## config.mk

```make
export PLATFORM = sky130hd
export DESIGN_NAME = ist_enc
export DESIGN_NICKNAME = d
export VERILOG_FILES = /design/src/rtl/ist_enc.sv
export SDC_FILE = /design/constraint.sdc
export NUM_CORES = 1
export LEC_CHECK = 0
export BUFFER_PORTS_ARGS = -buffer_cell sky130_fd_sc_hd__buf_4
export CAP_MARGIN = 20
export CORE_MARGIN = 2
export CORE_UTILIZATION = 26
export DETAILED_ROUTE_END_ITERATION = 8
export GPL_TIMING_DRIVEN = 0
export PLACE_DENSITY = 0.84
export SYNTH_ARGS = -nofsm -noshare
export SYNTH_HDL_FRONTEND = slang
export SYNTH_SLANG_ARGS = --single-unit
```

## constraint.sdc

```tcl
create_clock -name vclk -period 1.33
set_clock_uncertainty 0.05 [all_clocks]
set_input_delay 0.133 -clock vclk [all_inputs]
set_output_delay 0.133 -clock vclk [all_outputs]
set_load 0.005 [all_outputs]
```

## src/rtl/ist_enc.sv

```systemverilog
// One-hot to binary encoder with an any-bit, used to turn the row of cell
// match flags into a position.
// No dependencies.
module ist_enc #(
  parameter int N = 64,
  parameter int W = 6
) (
  input  logic [N-1:0] onehot,
  output logic [W-1:0] index,
  output logic         any
);

  always_comb begin
    index = '0;
    for (int i = 0; i < N; i++) begin
      if (onehot[i]) begin
        index = index | W'(i);
      end
    end
    any = |onehot;
  end

endmodule

```

## Yosys cells after proc, flatten, opt, wreduce, memory -nomap -nowiden

Cells that the tools add are included.

| operators by class | value |
|---|---|
| muxes and demuxes | 63 |
| reduce and logical (&&, ||, !) cells | 1 |

Operators with widths:

| cell | count |
|---|---|
| $mux W6 | 32 |
| $mux W5 | 16 |
| $reduce_or A64 Y1 | 1 |
| $mux W4 | 8 |
| $mux W3 | 4 |
| $mux W2 | 2 |
| $mux W1 | 1 |

| storage, ports and cells | value |
|---|---|
| flip-flop bits (word level) | 0 |
| input bits | 64 |
| output and inout port bits | 7 |
| logic and storage cells | 64 |

## Logic depth before layout (Yosys ltp)

| depth | value |
|---|---|
| depth after elaboration | 63 |
| mapped depth | 4 |
| gate-level depth less buffers | 4 |

## Worst setup path before layout

No wires, ideal clock.

| path | value |
|---|---|
| kind | input port to output port |
| start | input port onehot[28] |
| end | output port index[4] |
| data arrival time | 0.892 ns |
| data required time | 1.147 ns |
| setup slack | 0.255 ns |
| stages | 3 |
| path buffers | 0 |
| cells stage by stage | nor4_1 nand2_1 or3_1 |

| between the ends | value |
|---|---|
| cells in the longest elaborated chain, start to end | 36 |

Ends and longest elaborated chain:

| what | line | text |
|---|---|---|
| start, declared | 8 | `input logic [N-1:0] onehot,` |
| $mux W5 (4 in series) | 16 | `if (onehot[i]) begin` |
| $mux W6 (32 in series) | 16 |  |
| end, declared | 9 | `output logic [W-1:0] index,` |

Every way passes these cells.

## Worst setup path in the final report

| path | value |
|---|---|
| start | input port onehot[43] |
| end | output port any |

| between the ends | value |
|---|---|
| cells in the longest elaborated chain, start to end | 1 |

Ends and longest elaborated chain:

| what | line | text |
|---|---|---|
| $reduce_or A64 Y1 | 20 | `any = \|onehot;` |
| end, declared | 10 | `output logic any` |

Every way passes these cells.

==> flow_summary.yaml <==
run_status:
  run_status: "finished, violations left"
  violations: "setup timing"
die:
  die_w_um: 40.8
  core_region_area_um2: 1280
  rows: 13
  initial_core_util: 0.274
  die_area_um2: 1660
  die_h_um: 40.8
  io_pins: 71
timing:
  setup_viol_count_final: 7
  hold-worst-slack_ns: 0.545
  fin_tns_setup_ns: -0.661
  slew_headroom: 0.732
  finalCritPeriodShare: 1.14
  hold_viol_final: 0
  worst_pin_slew_ns: 0.398
  slew_violations: 0
  setup_slack_ns: -0.187
  rsz0062_at_grt: "yes"
  min_period_ns: 1.52
  clock.fmax_mhz: 659
pwr:
  powerDensity_nw_per_um2: 251
  total_power_w: 0.000312
  ir_drop_v: 0.000191
  leakagePower_nw: 0.472
critical_path:
  cp.required_ns: 1.15
  critical_path_class: "input port to primary output"
  end_kind: "primary output"
  worst_ep_arrival_time_ns: 1.33
  crit_path_start_kind: "input port"
  crit_fanout: 3
finish:
  seq_cells: 0
  nets: 201
  final_common_cell: "buf_4"
  syn_to_final_growth_pct: 253
  final_cell_mix: "buf_4, nor4_4, buf_6"
  post-route-util: 0.967
  clkbuf_count: 0
  drive_above_1_share: 0.763
  ff_latch_area_um2: 0
  diodes: 0
yosys:
  syn_inst: 58
  synth_seq_area_share: 0
  yosysTopAreaCellShare: 0.391
  yosys_warnings: 0
  yosys.area.top_type: "nor4_1"
  synth.cell_area_um2: 352
  avgSynthCellArea_um2: 6.06
  syn_nets: 122
  synth_cell_type_count: 10
  synth_area_leaders: "nor4_1, nor4_2, nand4_1, nor2_1, nand3_1"
detailed_routing:
  firstDrtPassIters: 4
  vias: 1080
  via_per_inst: 7.20
  drcViolationCount: 0
  drt_iter0_drc: 52
  wirelength_um: 3800
  final_antenna_net_count: 0
  wire_per_inst_um: 25.3
global_routing:
  antenna_found_initial: 0
  grt_pass1_wl_um: 4140
  grt_pass1_vias: 903
  grt-ovfl-total: 0
  grt_use_total: 0.382
  grt_max_degree: 4
min_path:
  hold_end: "index[2]"
  hold_depth: 4
  hp-start: "onehot[60]"
  hp-class: "input port to primary output"
placement:
  numPortBuffers: 71
  dpl.hpwl_um: 1800
  dpl_worst_slack_ns: -0.159
  place.gp.congestion: 0.808
flow_run:
  drv_cap: 0
[what timing repair did]
item | in CTS | in global routing
buffers inserted | 3 | 3
endpoints found under the setup margin | 7 | 7
resized for setup | 28 | 22
hold buffers | 0 | 0
pin swaps | 8 | 18
[kinds of logic after synthesis]
| kind of cell | synth area share |
|---|---|
| simple gates | 1.00 |
[metrics by stage]
stage | instances | instance area (um^2)
floorplan | 58 | 352
global placement | 144 | 903
detailed placement | 144 | 903
CTS | 147 | 1120
global route | 150 | 1240
finish | 150 | 1240
[how the worst max path moves through the flow]
stage               start       end  slack [ns]  cells after the start
2_1_floorplan  onehot[28]  index[4]        0.25                      3
3_3_place_gp   onehot[28]  index[4]       -0.13                      5
3_5_place_dp   onehot[40]       any       -0.16                      6
4_1_cts        onehot[51]  index[4]       -0.02                      5
5_1_grt        onehot[43]       any       -0.21                      6
6_report       onehot[43]       any       -0.19                      6
[critical path, cell delays in order]
cell and delay [ns]:
buf_8 0.11, nor4_4 0.30, nand4_1 0.26, nor3_2 0.23, nand3_1 0.14, buf_4 0.16
[cell type report]
cell class,count,area (um^2)
Multi-Input combinational cell,58,597
Timing Repair Buffer,77,627
Fill cell,27,42.5
Tap cell,15,18.8
[per-layer routing]
layer	GRT usage	wire length (um)	up-vias
met5	0	0	-
met4	0.275	508	0
met3	0.0978	516	67
met2	0.675	1680	143
met1	0.385	1090	460
li1	-	-	410
[synth_stat cells]
cell	count
or3_1	2
nand2_1	5
nor4_2	5
nor2_1	10
and3_1	1
nand3_1	5
nand4_1	6
nor4_1	22
and4_1	1
nor3_1	1
[report_power, final]
part	leakage [nW]	total, W	switching (W)	internal, W
clock network	0	0	0	0
registers	0	0	0	0
logic	0.472	0.000312	0.000143	0.000169
Power figures use the tool's default switching activity.
