File: src/rtl/ist_pkg.sv
// Package for the integer set table: operation and status codes, the sequencer
// state type and the control word given to each storage cell.
// No dependencies.
package ist_pkg;

  localparam int DATA_W = 32;

  typedef enum logic [1:0] {
    KIND_INSERT = 2'd0,
    KIND_REMOVE = 2'd1,
    KIND_FIND   = 2'd2,
    KIND_READ   = 2'd3
  } kind_t;

  typedef enum logic [2:0] {
    ST_OK        = 3'd0,
    ST_PRESENT   = 3'd1,
    ST_NOT_FOUND = 3'd2,
    ST_EMPTY     = 3'd3,
    ST_BAD_POS   = 3'd4,
    ST_FULL      = 3'd5
  } status_t;

  typedef enum logic {
    S_IDLE = 1'b0,
    S_EXEC = 1'b1
  } state_t;

  // per-cell control: compare strobe, occupancy, load key, take neighbour
  typedef struct packed {
    logic cmp;
    logic live;
    logic load;
    logic shift;
  } cell_ctl_t;

endpackage

File: src/rtl/ist_cell.sv
// One storage cell of the set table: holds an element, compares it with the
// broadcast key and can take its upper neighbour's element on a removal.
// Depends on ist_pkg.
module ist_cell (
  input  logic                          clk,
  input  logic                          rst,
  input  ist_pkg::cell_ctl_t            ctl,
  input  logic [ist_pkg::DATA_W-1:0]    key,
  input  logic [ist_pkg::DATA_W-1:0]    upper,
  output logic [ist_pkg::DATA_W-1:0]    data,
  output logic                          hit
);
  import ist_pkg::*;

  // element: payload, no reset
  always_ff @(posedge clk) begin
    if (ctl.load) begin
      data <= key;
    end else if (ctl.shift) begin
      data <= upper;
    end
  end

  // match flag captured when a request is taken
  always_ff @(posedge clk) begin
    if (rst) begin
      hit <= 1'b0;
    end else if (ctl.cmp) begin
      hit <= ctl.live && (data == key);
    end
  end

endmodule

File: config.mk
export PLATFORM = sky130hd
export DESIGN_NAME = ist_cell
export DESIGN_NICKNAME = d
export VERILOG_FILES = /design/src/rtl/ist_pkg.sv /design/src/rtl/ist_cell.sv
export SDC_FILE = /design/constraint.sdc
export NUM_CORES = 1
export LEC_CHECK = 0
export BUFFER_PORTS_ARGS = -buffer_cell sky130_fd_sc_hd__buf_2
export CAP_MARGIN = 5
export CORE_MARGIN = 5
export CORE_UTILIZATION = 35
export DETAILED_ROUTE_END_ITERATION = 10
export GPL_TIMING_DRIVEN = 1
export PLACE_DENSITY = 0.72
export SYNTH_ARGS = -nofsm -noshare
export SYNTH_HDL_FRONTEND = slang
export SYNTH_SLANG_ARGS = --single-unit
File: constraint.sdc
create_clock -name clk -period 2.5 [get_ports clk]
set_input_delay 0.25 -clock clk [delete_from_list [all_inputs] [get_ports clk]]
set_output_delay 0.25 -clock clk [all_outputs]
set_load 0.005 [all_outputs]
# Word level (Yosys, flattened, before mapping)
# Cells that the tools add are included.
[totals] regBits=33 inputBits=70
[op_classes] n_eq_ne=1 mux=2 n_reduce_logical=2
[ops] cell="$mux W32" count=2
[ops] cell="$eq A32 B32 Y1" count=1
[ops] cell="$reduce_bool A2 Y1" count=1
[ops] cell="$logic_and A1 B1 Y1" count=1

# Longest topological paths before layout
# Gate-level depths: netlist of the first run.
[depth] word_depth=2 ltp_mapped=5

# Worst setup path after synthesis of the first run
# No wires, ideal clock.
[synth_path] path_type="input -> register" start="input ctl[1] (netlist bit)" end="register data[0] (netlist bit) (enable)" setup_ns=0.390 arrival_ns=1.465 slack_ns=0.645 cell_stages=3 n_path_buf=2 cell_sequence="clkbuf_1 buf_2 or2_1"
[synth_between] elab_chain_len=1
[synth_rtl] item="from (decl)" line_no="ist_cell.sv:7" rtl="input ist_pkg::cell_ctl_t ctl,"
[synth_rtl] item="$reduce_bool A2 Y1 (no source line)"
[synth_rtl] item="to (signal assigned)" line_no="ist_cell.sv:18" rtl="data <= key;"
[synth_rtl] item="to (signal assigned)" line_no="ist_cell.sv:20" rtl="data <= upper;"
[synth_rtl] item="to (decl)" line_no="ist_cell.sv:10" rtl="output logic [ist_pkg::DATA_W-1:0] data,"
# Every way passes these cells.
# A chain may end at the register's enable or synchronous reset.

# Worst setup path in the final report of the first run
[layout_path] start="register data[27] (netlist bit)" end="register hit"
[layout_between] elab_chain_len=2
[layout_rtl] item="$eq A32 B32 Y1" line_no="ist_cell.sv:29" rtl="hit <= ctl.live && (data == key);"
[layout_rtl] item="$logic_and A1 B1 Y1" line_no="ist_cell.sv:29"
[layout_rtl] item="to (signal assigned)" line_no="ist_cell.sv:29"
[layout_rtl] item="to (decl)" line_no="ist_cell.sv:11" rtl="output logic hit"
# Every way passes these cells.

==> results of run 1 <==
## layout by cell type (no fill, tap or decap)
cell / count
sky130_fd_sc_hd__clkbuf_1: 1
sky130_fd_sc_hd__nand3_1: 1
sky130_fd_sc_hd__mux2_1: 12
sky130_fd_sc_hd__nor2_1: 1
sky130_fd_sc_hd__nor4_1: 4
sky130_fd_sc_hd__edfxtp_1: 32
sky130_fd_sc_hd__clkbuf_8: 5
sky130_fd_sc_hd__or2_1: 1
sky130_fd_sc_hd__nand2_1: 2
sky130_fd_sc_hd__clkinv_1: 1
sky130_fd_sc_hd__buf_2: 102
sky130_fd_sc_hd__xor2_1: 9
sky130_fd_sc_hd__nand4_1: 6
sky130_fd_sc_hd__mux2_2: 20
sky130_fd_sc_hd__buf_4: 3
sky130_fd_sc_hd__dfxtp_1: 1
sky130_fd_sc_hd__o21ai_1: 1
sky130_fd_sc_hd__xnor2_1: 23
## state kept, by name (all words and copies together) (netlist names)
name	flops
data	32
hit	1
## power groups by stage
stage	sequential (mW)	combinational [mW]	clock, mW
2_1_floorplan	0.734	0.125	0
3_3_place_gp	0.728	0.272	0
3_5_place_dp	0.729	0.278	0
4_1_cts	0.718	0.279	0.372
5_1_grt	0.727	0.300	0.391
6_report	0.718	0.272	0.359
## final cells by class
type / instances / area (um2) / area share, %
clock inverters: 1 / 3.75 / 0.156
clock buffers: 6 / 72.6 / 3.02
flip-flops and latches: 33 / 981 / 40.8
multi-input cells: 80 / 731 / 30.4
well taps: 67 / 83.8 / 3.49
repair buffers: 105 / 533 / 22.2
## per-stage QoR
stage | instances | instance area, um2 | power (mW)
after floorplan | 117 | 1740 | 0.859
after global placement | 285 | 2330 | 1.00
after detailed placement | 285 | 2330 | 1.01
after CTS | 292 | 2400 | 1.37
after global routing | 292 | 2400 | 1.42
final | 292 | 2400 | 1.35
## path summary, 6_finish.rpt
| check | to | start | slack [ps] | cells after the start |
|---|---|---|---|---|
| setup / recovery | hit | data[27] | 950 | 5 |
| hold / removal | hit | rst | 240 | 4 |
| setup reg to reg | hit | data[27] | 950 | 5 |
| hold reg to reg | hit | hit | 440 | 2 |
## cells by family after synthesis
| logic type | synth area share, % |
|---|---|
| multiplexers | 20.8 |
| XOR/XNOR | 16.2 |
| AO/OA/AOI/OAI | 0.288 |
| buffers and inverters | 1.37 |
| AND/OR/NAND/NOR | 4.90 |
| flip-flops | 56.5 |
## per-layer routing
metal | wire [um] | global-route usage, % | vias up
met5 | 0 | 0 | -
met4 | 61 | 5.57 | 0
met3 | 451 | 3.14 | 5
met2 | 2030 | 22.9 | 70
met1 | 1730 | 16.5 | 580
li1 | - | - | 651
## critical path, stage by stage, from the launching register on
cell and delay [ps]:
sky130_fd_sc_hd__edfxtp_1 410, sky130_fd_sc_hd__xnor2_1 150, sky130_fd_sc_hd__nand4_1 150, sky130_fd_sc_hd__nor4_1 480, sky130_fd_sc_hd__nand4_1 150, sky130_fd_sc_hd__o21ai_1 140
==> summary by stage, run 1 <==
Run status
The run finished with clean final reports.

Cells and area
From synthesis to final layout, the design area changed by 38.6%. The final layout net count is around 300. Once layout is complete, the utilization of the core stands at between 50% and 60%.

The total of fill cells in the finished design is 446. The post-route netlist has between 50% and 60% of its cells at a drive strength greater than 1. 0 antenna diodes ended up in the layout.

Global route
The number of global-route vias before repair came to between 1,000 and 1,500. Global routing used 13.5% of the available tracks across all layers. The pin count of the biggest net entering global routing is 18. The number of antenna violations at the first check in global routing was 0. Summed over all layers, the global routing overflow is 0. The global-route wire length before repair is between 6000 and 7000 um.

STA
The final hold slack is 236 ps. The max-slew violation total from the final report is 0. Across the routed clock network, the largest skew measured is around 6.3 ps. The smallest clock period supported by the final layout is computed as 1550 ps. The highest clock frequency the design can meet is between 600 and 700 MHz. Setup repair after global routing left no endpoint under its margin. At the pin with the least slew margin, the transition time is 480 ps. The ratio of final minimum period to clock period is between 60% and 70%. The setup slack of the critical path after layout is 954 ps. Measured against its own limit, the worst slew margin works out to 67.7%.

The number of setup violations in the final report is 0. The accumulated negative setup slack is 0 ps. The final hold violation count is 0.

Worst setup path
For the worst setup path, the data arrival time is 1760 ps. The worst setup path is launched from a flip-flop. The kind of critical path is flip-flop to flip-flop. The maximum fanout along the worst path is 2. The worst setup path is captured at a flip-flop. At the worst endpoint, the required time is 2710 ps.

Run
The max-capacitance violation count is 0.

Synth
The number of storage elements in the synthesis netlist is 33. The share of synthesized area in the top cell type comes to between 50% and 60%. The average instance area after synthesis is between 10 and 15 um2. Counting flops with an async set or reset pin after synthesis yields a share of 0%. The most used flip-flop cell after synthesis is sky130_fd_sc_hd__edfxtp_1.

The leading cell type by number of instances after synthesis is sky130_fd_sc_hd__edfxtp_1. The part of the Yosys area used for sequential elements is 56.5%. The number of distinct library cells after synthesis is 16. For this run, the number of Yosys warnings is 0.

The synthesized design spends more area on one cell type than any other, namely sky130_fd_sc_hd__edfxtp_1. The synthesized netlist net count is about 190. In the synthesized netlist, the number of instances is 117. Counting instances in the post-synthesis netlist gives the leading cell types as 32 x sky130_fd_sc_hd__edfxtp_1, 23 x sky130_fd_sc_hd__xnor2_1, 20 x sky130_fd_sc_hd__mux2_2. By area the synthesized netlist is led by sky130_fd_sc_hd__edfxtp_1 55%, sky130_fd_sc_hd__mux2_2 13%, sky130_fd_sc_hd__xnor2_1 12%, sky130_fd_sc_hd__mux2_1 7.8%, sky130_fd_sc_hd__xor2_1 4.5%. Counting flops with a built-in enable in the synthesized netlist gives 32.

Summing every instance area after synthesis gives about 1700 um2.

Power and ir drop
Summed over all cells, the static leakage comes to 1.01 nW. The analysis attributes to net switching a power of 0.323 mW. The peak supply drop is 0.000258 V. The combinational cell fraction of total power is 20.2%. In this run, the clock network consumes 26.6% of the power. In this run the power density over the cells is 561 nW/um2.

The internal power is 1.03 mW. Sequential cells account for between 50% and 60% of the total power. Of the total power, the share spent switching nets is 24.0%.

Drt
The pre-antenna-repair detailed-routing pass consisted of 4 iterations. The mean number of vias per cell is 4.47. For this run, design rule violations remaining after detail routing come to 0. The count of nets left with antenna violations after detail routing is 0. The detailed-route wire length per cell is about 15 um.

The count of vias placed by the detailed router is 1,306. The count of routing violations after the opening detailed-route iteration is 29. The final wirelength is 4270 um.

Die
The floorplan step defined a die boundary enclosing 6470 um2. The die is 80.4 um tall. The width of the die is 80.4 um. The number of placement rows is 25. The core area is ~4800 um2. The number of top-level pins is 103. The initial cell density of the core is 36.5%.

Clocking
The H-tree level count is 2. For this design, the CTS-stage hold fixing added 0 buffers. The number of gates resized after CTS was 0.

The library cell used as clock root buffer is sky130_fd_sc_hd__clkbuf_8. Clock latency on the worst-skew pair, taken at its later pin, is 280 ps. The number of clock sinks seen by CTS is 33. The number of setup buffers added after CTS is 0. After clock tree synthesis, the clock-pin slew on the worst setup and hold paths is 60 ps. The buffer levels on the longest clock path is 2. The clock buffer count from CTS is 5. The CTS tree is yes.

Place
The worst-case setup slack after placement is 817 ps. The number of port buffers is 102. The congestion estimate from routability-driven global placement came to 0.684. The detailed placement HPWL is ~3600 um.

Min path
The class of the tightest hold or removal check is input port to flip-flop.
(Power assumes the default switching activity.)
==> inputs of run 2 (changes only) <==
--- a/config.mk
+++ b/config.mk
@@ -5,13 +5,14 @@
 export SDC_FILE = /design/constraint.sdc
 export NUM_CORES = 1
 export LEC_CHECK = 0
+export ABC_AREA = 1
 export BUFFER_PORTS_ARGS = -buffer_cell sky130_fd_sc_hd__buf_2
 export CAP_MARGIN = 5
 export CORE_MARGIN = 5
 export CORE_UTILIZATION = 35
 export DETAILED_ROUTE_END_ITERATION = 10
 export GPL_TIMING_DRIVEN = 1
-export PLACE_DENSITY = 0.72
+export PLACE_DENSITY = 0.7
 export SYNTH_ARGS = -nofsm -noshare
 export SYNTH_HDL_FRONTEND = slang
 export SYNTH_SLANG_ARGS = --single-unit
==> constraint.sdc (replaced) <==
create_clock -name clk -period 1.54 [get_ports clk]
set_input_delay 0.154 -clock clk [delete_from_list [all_inputs] [get_ports clk]]
set_output_delay 0.154 -clock clk [all_outputs]
set_load 0.005 [all_outputs]
==> run 2 against run 1 <==
  * Global-route usage up 0.71 points
  * Routed wire length up 15%
  * Setup slack worse by 600 ps
  * Clock power up 64%
  * Largest power group unchanged
  * Highest routed layer unchanged
==> summary by stage, run 2 <==
Run status
The run finished with clean final reports.

Synth
Each instance of the synthesized netlist takes up on average 7.66 um2. Counting flops with a built-in enable in the synthesized netlist gives 32. After synthesis, the share of flip-flops with an asynchronous set or reset is 0%. Yosys printed 0 warnings. The gate count of the mapped netlist is 252. Counting every net in the synthesized netlist gives 322. By count the netlist is led by 117 x sky130_fd_sc_hd__nand2_1, 33 x sky130_fd_sc_hd__inv_1, 32 x sky130_fd_sc_hd__edfxtp_1.

The part of the Yosys area used for sequential elements is 50.8%. The number of distinct library cells after synthesis is 20. Synthesis inferred 33 register bits. The most common flop cell mapped by yosys is sky130_fd_sc_hd__edfxtp_1. The share of synthesized area in the top cell type comes to 49.8%.

The netlist area before placement is 1930 um2. The leading cell type by number of instances after synthesis is sky130_fd_sc_hd__nand2_1. The cell taking the most area after synthesis is sky130_fd_sc_hd__edfxtp_1. Sorting the synthesized cells by area gives the leading types as sky130_fd_sc_hd__edfxtp_1 50%, sky130_fd_sc_hd__nand2_1 23%, sky130_fd_sc_hd__inv_1 6.4%, sky130_fd_sc_hd__xnor2_1 5.0%, sky130_fd_sc_hd__o21ai_1 3.6%.

Cells and area
The share of post-route cells with drive strength above 1 is 33.1%. The final layout net count is 427. More flip-flops sit in one register than any other, and that register is data. In the final layout, the registers with the most flip-flops are data (32), hit (1). The most common library cell in the layout ignoring fill and taps is sky130_fd_sc_hd__nand2_1. Leaving out fill and tap cells, the most frequent cells in the layout are 117 x sky130_fd_sc_hd__nand2_1, 102 x sky130_fd_sc_hd__buf_2, 33 x sky130_fd_sc_hd__inv_1. The final core utilization is 47.6%. 0 antenna diodes ended up in the layout. The register with the most flip-flops in the layout has 32 of them.

Relative to the synthesized area, the layout overhead comes to 34.1%.

Clocking
Clock latency on the worst-skew pair, taken at its later pin, is 280 ps. The cts-stage hold buffer count is 0. The buffer count from post-CTS setup fixing is 0.

The H-tree level count is 2. The CTS tree is yes. Clock tree synthesis found a total of 33 sinks.

The post-cts repair resize count is 0. The clock passes through at most 2 buffers. The number of clock buffers added by TritonCTS is 5.

The library cell used as clock root buffer is sky130_fd_sc_hd__clkbuf_8. The clock transition at the register clock pins on the worst setup and hold paths after CTS is about 60 ps.

Power and ir drop
In this run the power spent charging and discharging nets is approximately 0.59 mW. Of the total power, the share spent switching nets is 26.6%. The combinational cell fraction of total power is 21.7%.

The internal portion of the total power is 1.64 mW. For this design the ratio of total power to cell area is 864 nW/um2. The peak supply drop is 0.000544 V.

The proportion of power drawn by flip-flops and latches is 52.1%. Per report_power, the clock group accounts for 26.3% of the total. The total power draw is 2.24 mW. The reported leakage power is 1.38 nW.

Worst setup path
The worst-path cell with the longest stage delay is sky130_fd_sc_hd__edfxtp_1. The number of cells on the worst reg-to-reg path is 7. The critical path required time is 1750 ps. Setup slack on the worst reg-to-reg path comes out at 360 ps.

STA classifies the critical path endpoint as a flip-flop. The data arrival time of the critical path is about 1400 ps. The kind of critical path is flip-flop to flip-flop.

In this run the critical register-to-register path is launched from data[8]. The critical path goes through xnor2_1, nand2_1, nor2_1, nand2_1, nor2_1, nand2_1, a21oi_2. In this design, the critical path's most frequently occurring cell is sky130_fd_sc_hd__nand2_1. In this design, the stage delay of the slowest critical-path cell is between 400 and 500 ps. The maximum fanout along the worst path is 2. The worst register-to-register path ends at hit.

The worst setup path is launched from a flip-flop.

Drt
After detailed routing, the number of vias per cell comes to 4.31. The routed layout has 1,849 vias. Before antenna repair, the detailed router went through 4 iterations. The first routing iteration left 53 violations.

The detailed-route wire length per cell is 11.4 um. The final wirelength is roughly 4900 um. The count of nets left with antenna violations after detail routing is 0. The post-route DRC violation count is 0.

STA
Setup repair after global routing left no endpoint under its margin. For this run, the top clock speed supported by timing is 844 MHz. On the final layout, the worst clock skew is about 5.4 ps. The setup slack of the critical path after layout is around 360 ps.

The final critical path takes up 76.9% of the cycle. Setup violations remaining at the end of the flow were counted as 0. Subtracting the final worst setup slack from the clock period gives around 1200 ps. For the pin with the worst max-slew slack, the measured transition is 748 ps. The worst-case headroom to the max-slew limit is roughly 50%. For the final routed database, the setup TNS stands at 0 ps. The final hold violation count is 0. The max-slew violation total from the final report is 0.

Global route
The overall routing resource usage is around 14%. The number of global-route vias before repair was 1,848. The pin count of the biggest net entering global routing is 33.

The number of antenna violations at the first check in global routing is 0. The global-route wire length before repair is 8110 um. The total overflow left after global routing is 0.

Die
The region available for standard cell placement spans 5440 um2. In this run the horizontal extent of the chip is 84.3 um. The number of top-level pins is 103. The initial cell density of the core is 35.5%.

The area enclosed by the die boundary is 7100 um2. The number of placement rows is 27. The floorplan step set the die height to 84.3 um.

Min path
The end of the worst hold path is hit. The class of the tightest hold or removal check is input port to flip-flop. The hold-critical path depth is 2. The worst min-delay path startpoint is rst.

Run
Across the run, the number of max-cap violations was 0.

Place
The worst-case setup slack after placement is ~290 ps. The final weighted congestion of routability-driven global placement is 0.798. The HPWL after detailed placement is slightly below 4000 um.

During placement, the flow inserted port buffers numbering 102.
==> run 2: how the worst max path moves through the flow <==
stage                        start       end  slack, ps  cells after the start
after floorplan             ctl[1]   data[0]        360                      2
after global placement      ctl[1]  data[23]        310                      2
after detailed placement    ctl[1]  data[16]        290                      2
after CTS                  data[8]       hit        310                      7
after global routing      data[18]       hit        170                      7
final                      data[8]       hit        360                      7
==> run 2: layout make-up <==
type                            count  area [um2]
Multi-Input combinational cell    174         766
Fill cell                         578        2850
Clock inverter                      1        3.75
Timing Repair Buffer              105         533
Clock buffer                        6        72.6
Sequential cell                    33         981
Tap cell                           72        90.1
Inverter                           38         143
==> run 2: power groups by stage <==
stage	Combinational, mW	Sequential (mW)	Clock, mW
2_1_floorplan	0.239	1.19	0
3_3_place_gp	0.486	1.18	0
3_5_place_dp	0.495	1.18	0
4_1_cts	0.496	1.17	0.611
5_1_grt	0.557	1.18	0.655
6_report	0.484	1.16	0.588
==> run 2: cells by family after synthesis <==
kind of cell	Yosys count	share of synthesized area [%]
flip-flops	33	50.8
AND/OR/NAND/NOR	142	28.8
XOR/XNOR	12	5.44
AO/OA/AOI/OAI	20	5.38
buffers and inverters	45	9.53
==> run 2: stage by stage <==
| step | cells | hold WS [ps] | instance area, um2 |
|---|---|---|---|
| after floorplan | 252 | 216 | 1930 |
| after global placement | 422 | 326 | 2510 |
| after detailed placement | 422 | 329 | 2510 |
| after CTS | 429 | 32.3 | 2590 |
| after global routing | 429 | 34.5 | 2590 |
| final | 429 | 41.0 | 2590 |
==> run 2: layer usage <==
metal  global-route usage [%]  vias to the layer above  routed length [um]
met5                        0                        -                   0
li1                         -                      984                   -
met4                     3.51                        0                  50
met3                     5.00                        5                 382
met2                     25.0                       58                2390
met1                     16.6                      802                2070
==> run 2: critical path, delay by kind of cell (launching register included) <==
family          cells  cell delay, ps
flops               1             420
compound gates      1             100
xor+xnor            1             150
simple gates        5             450
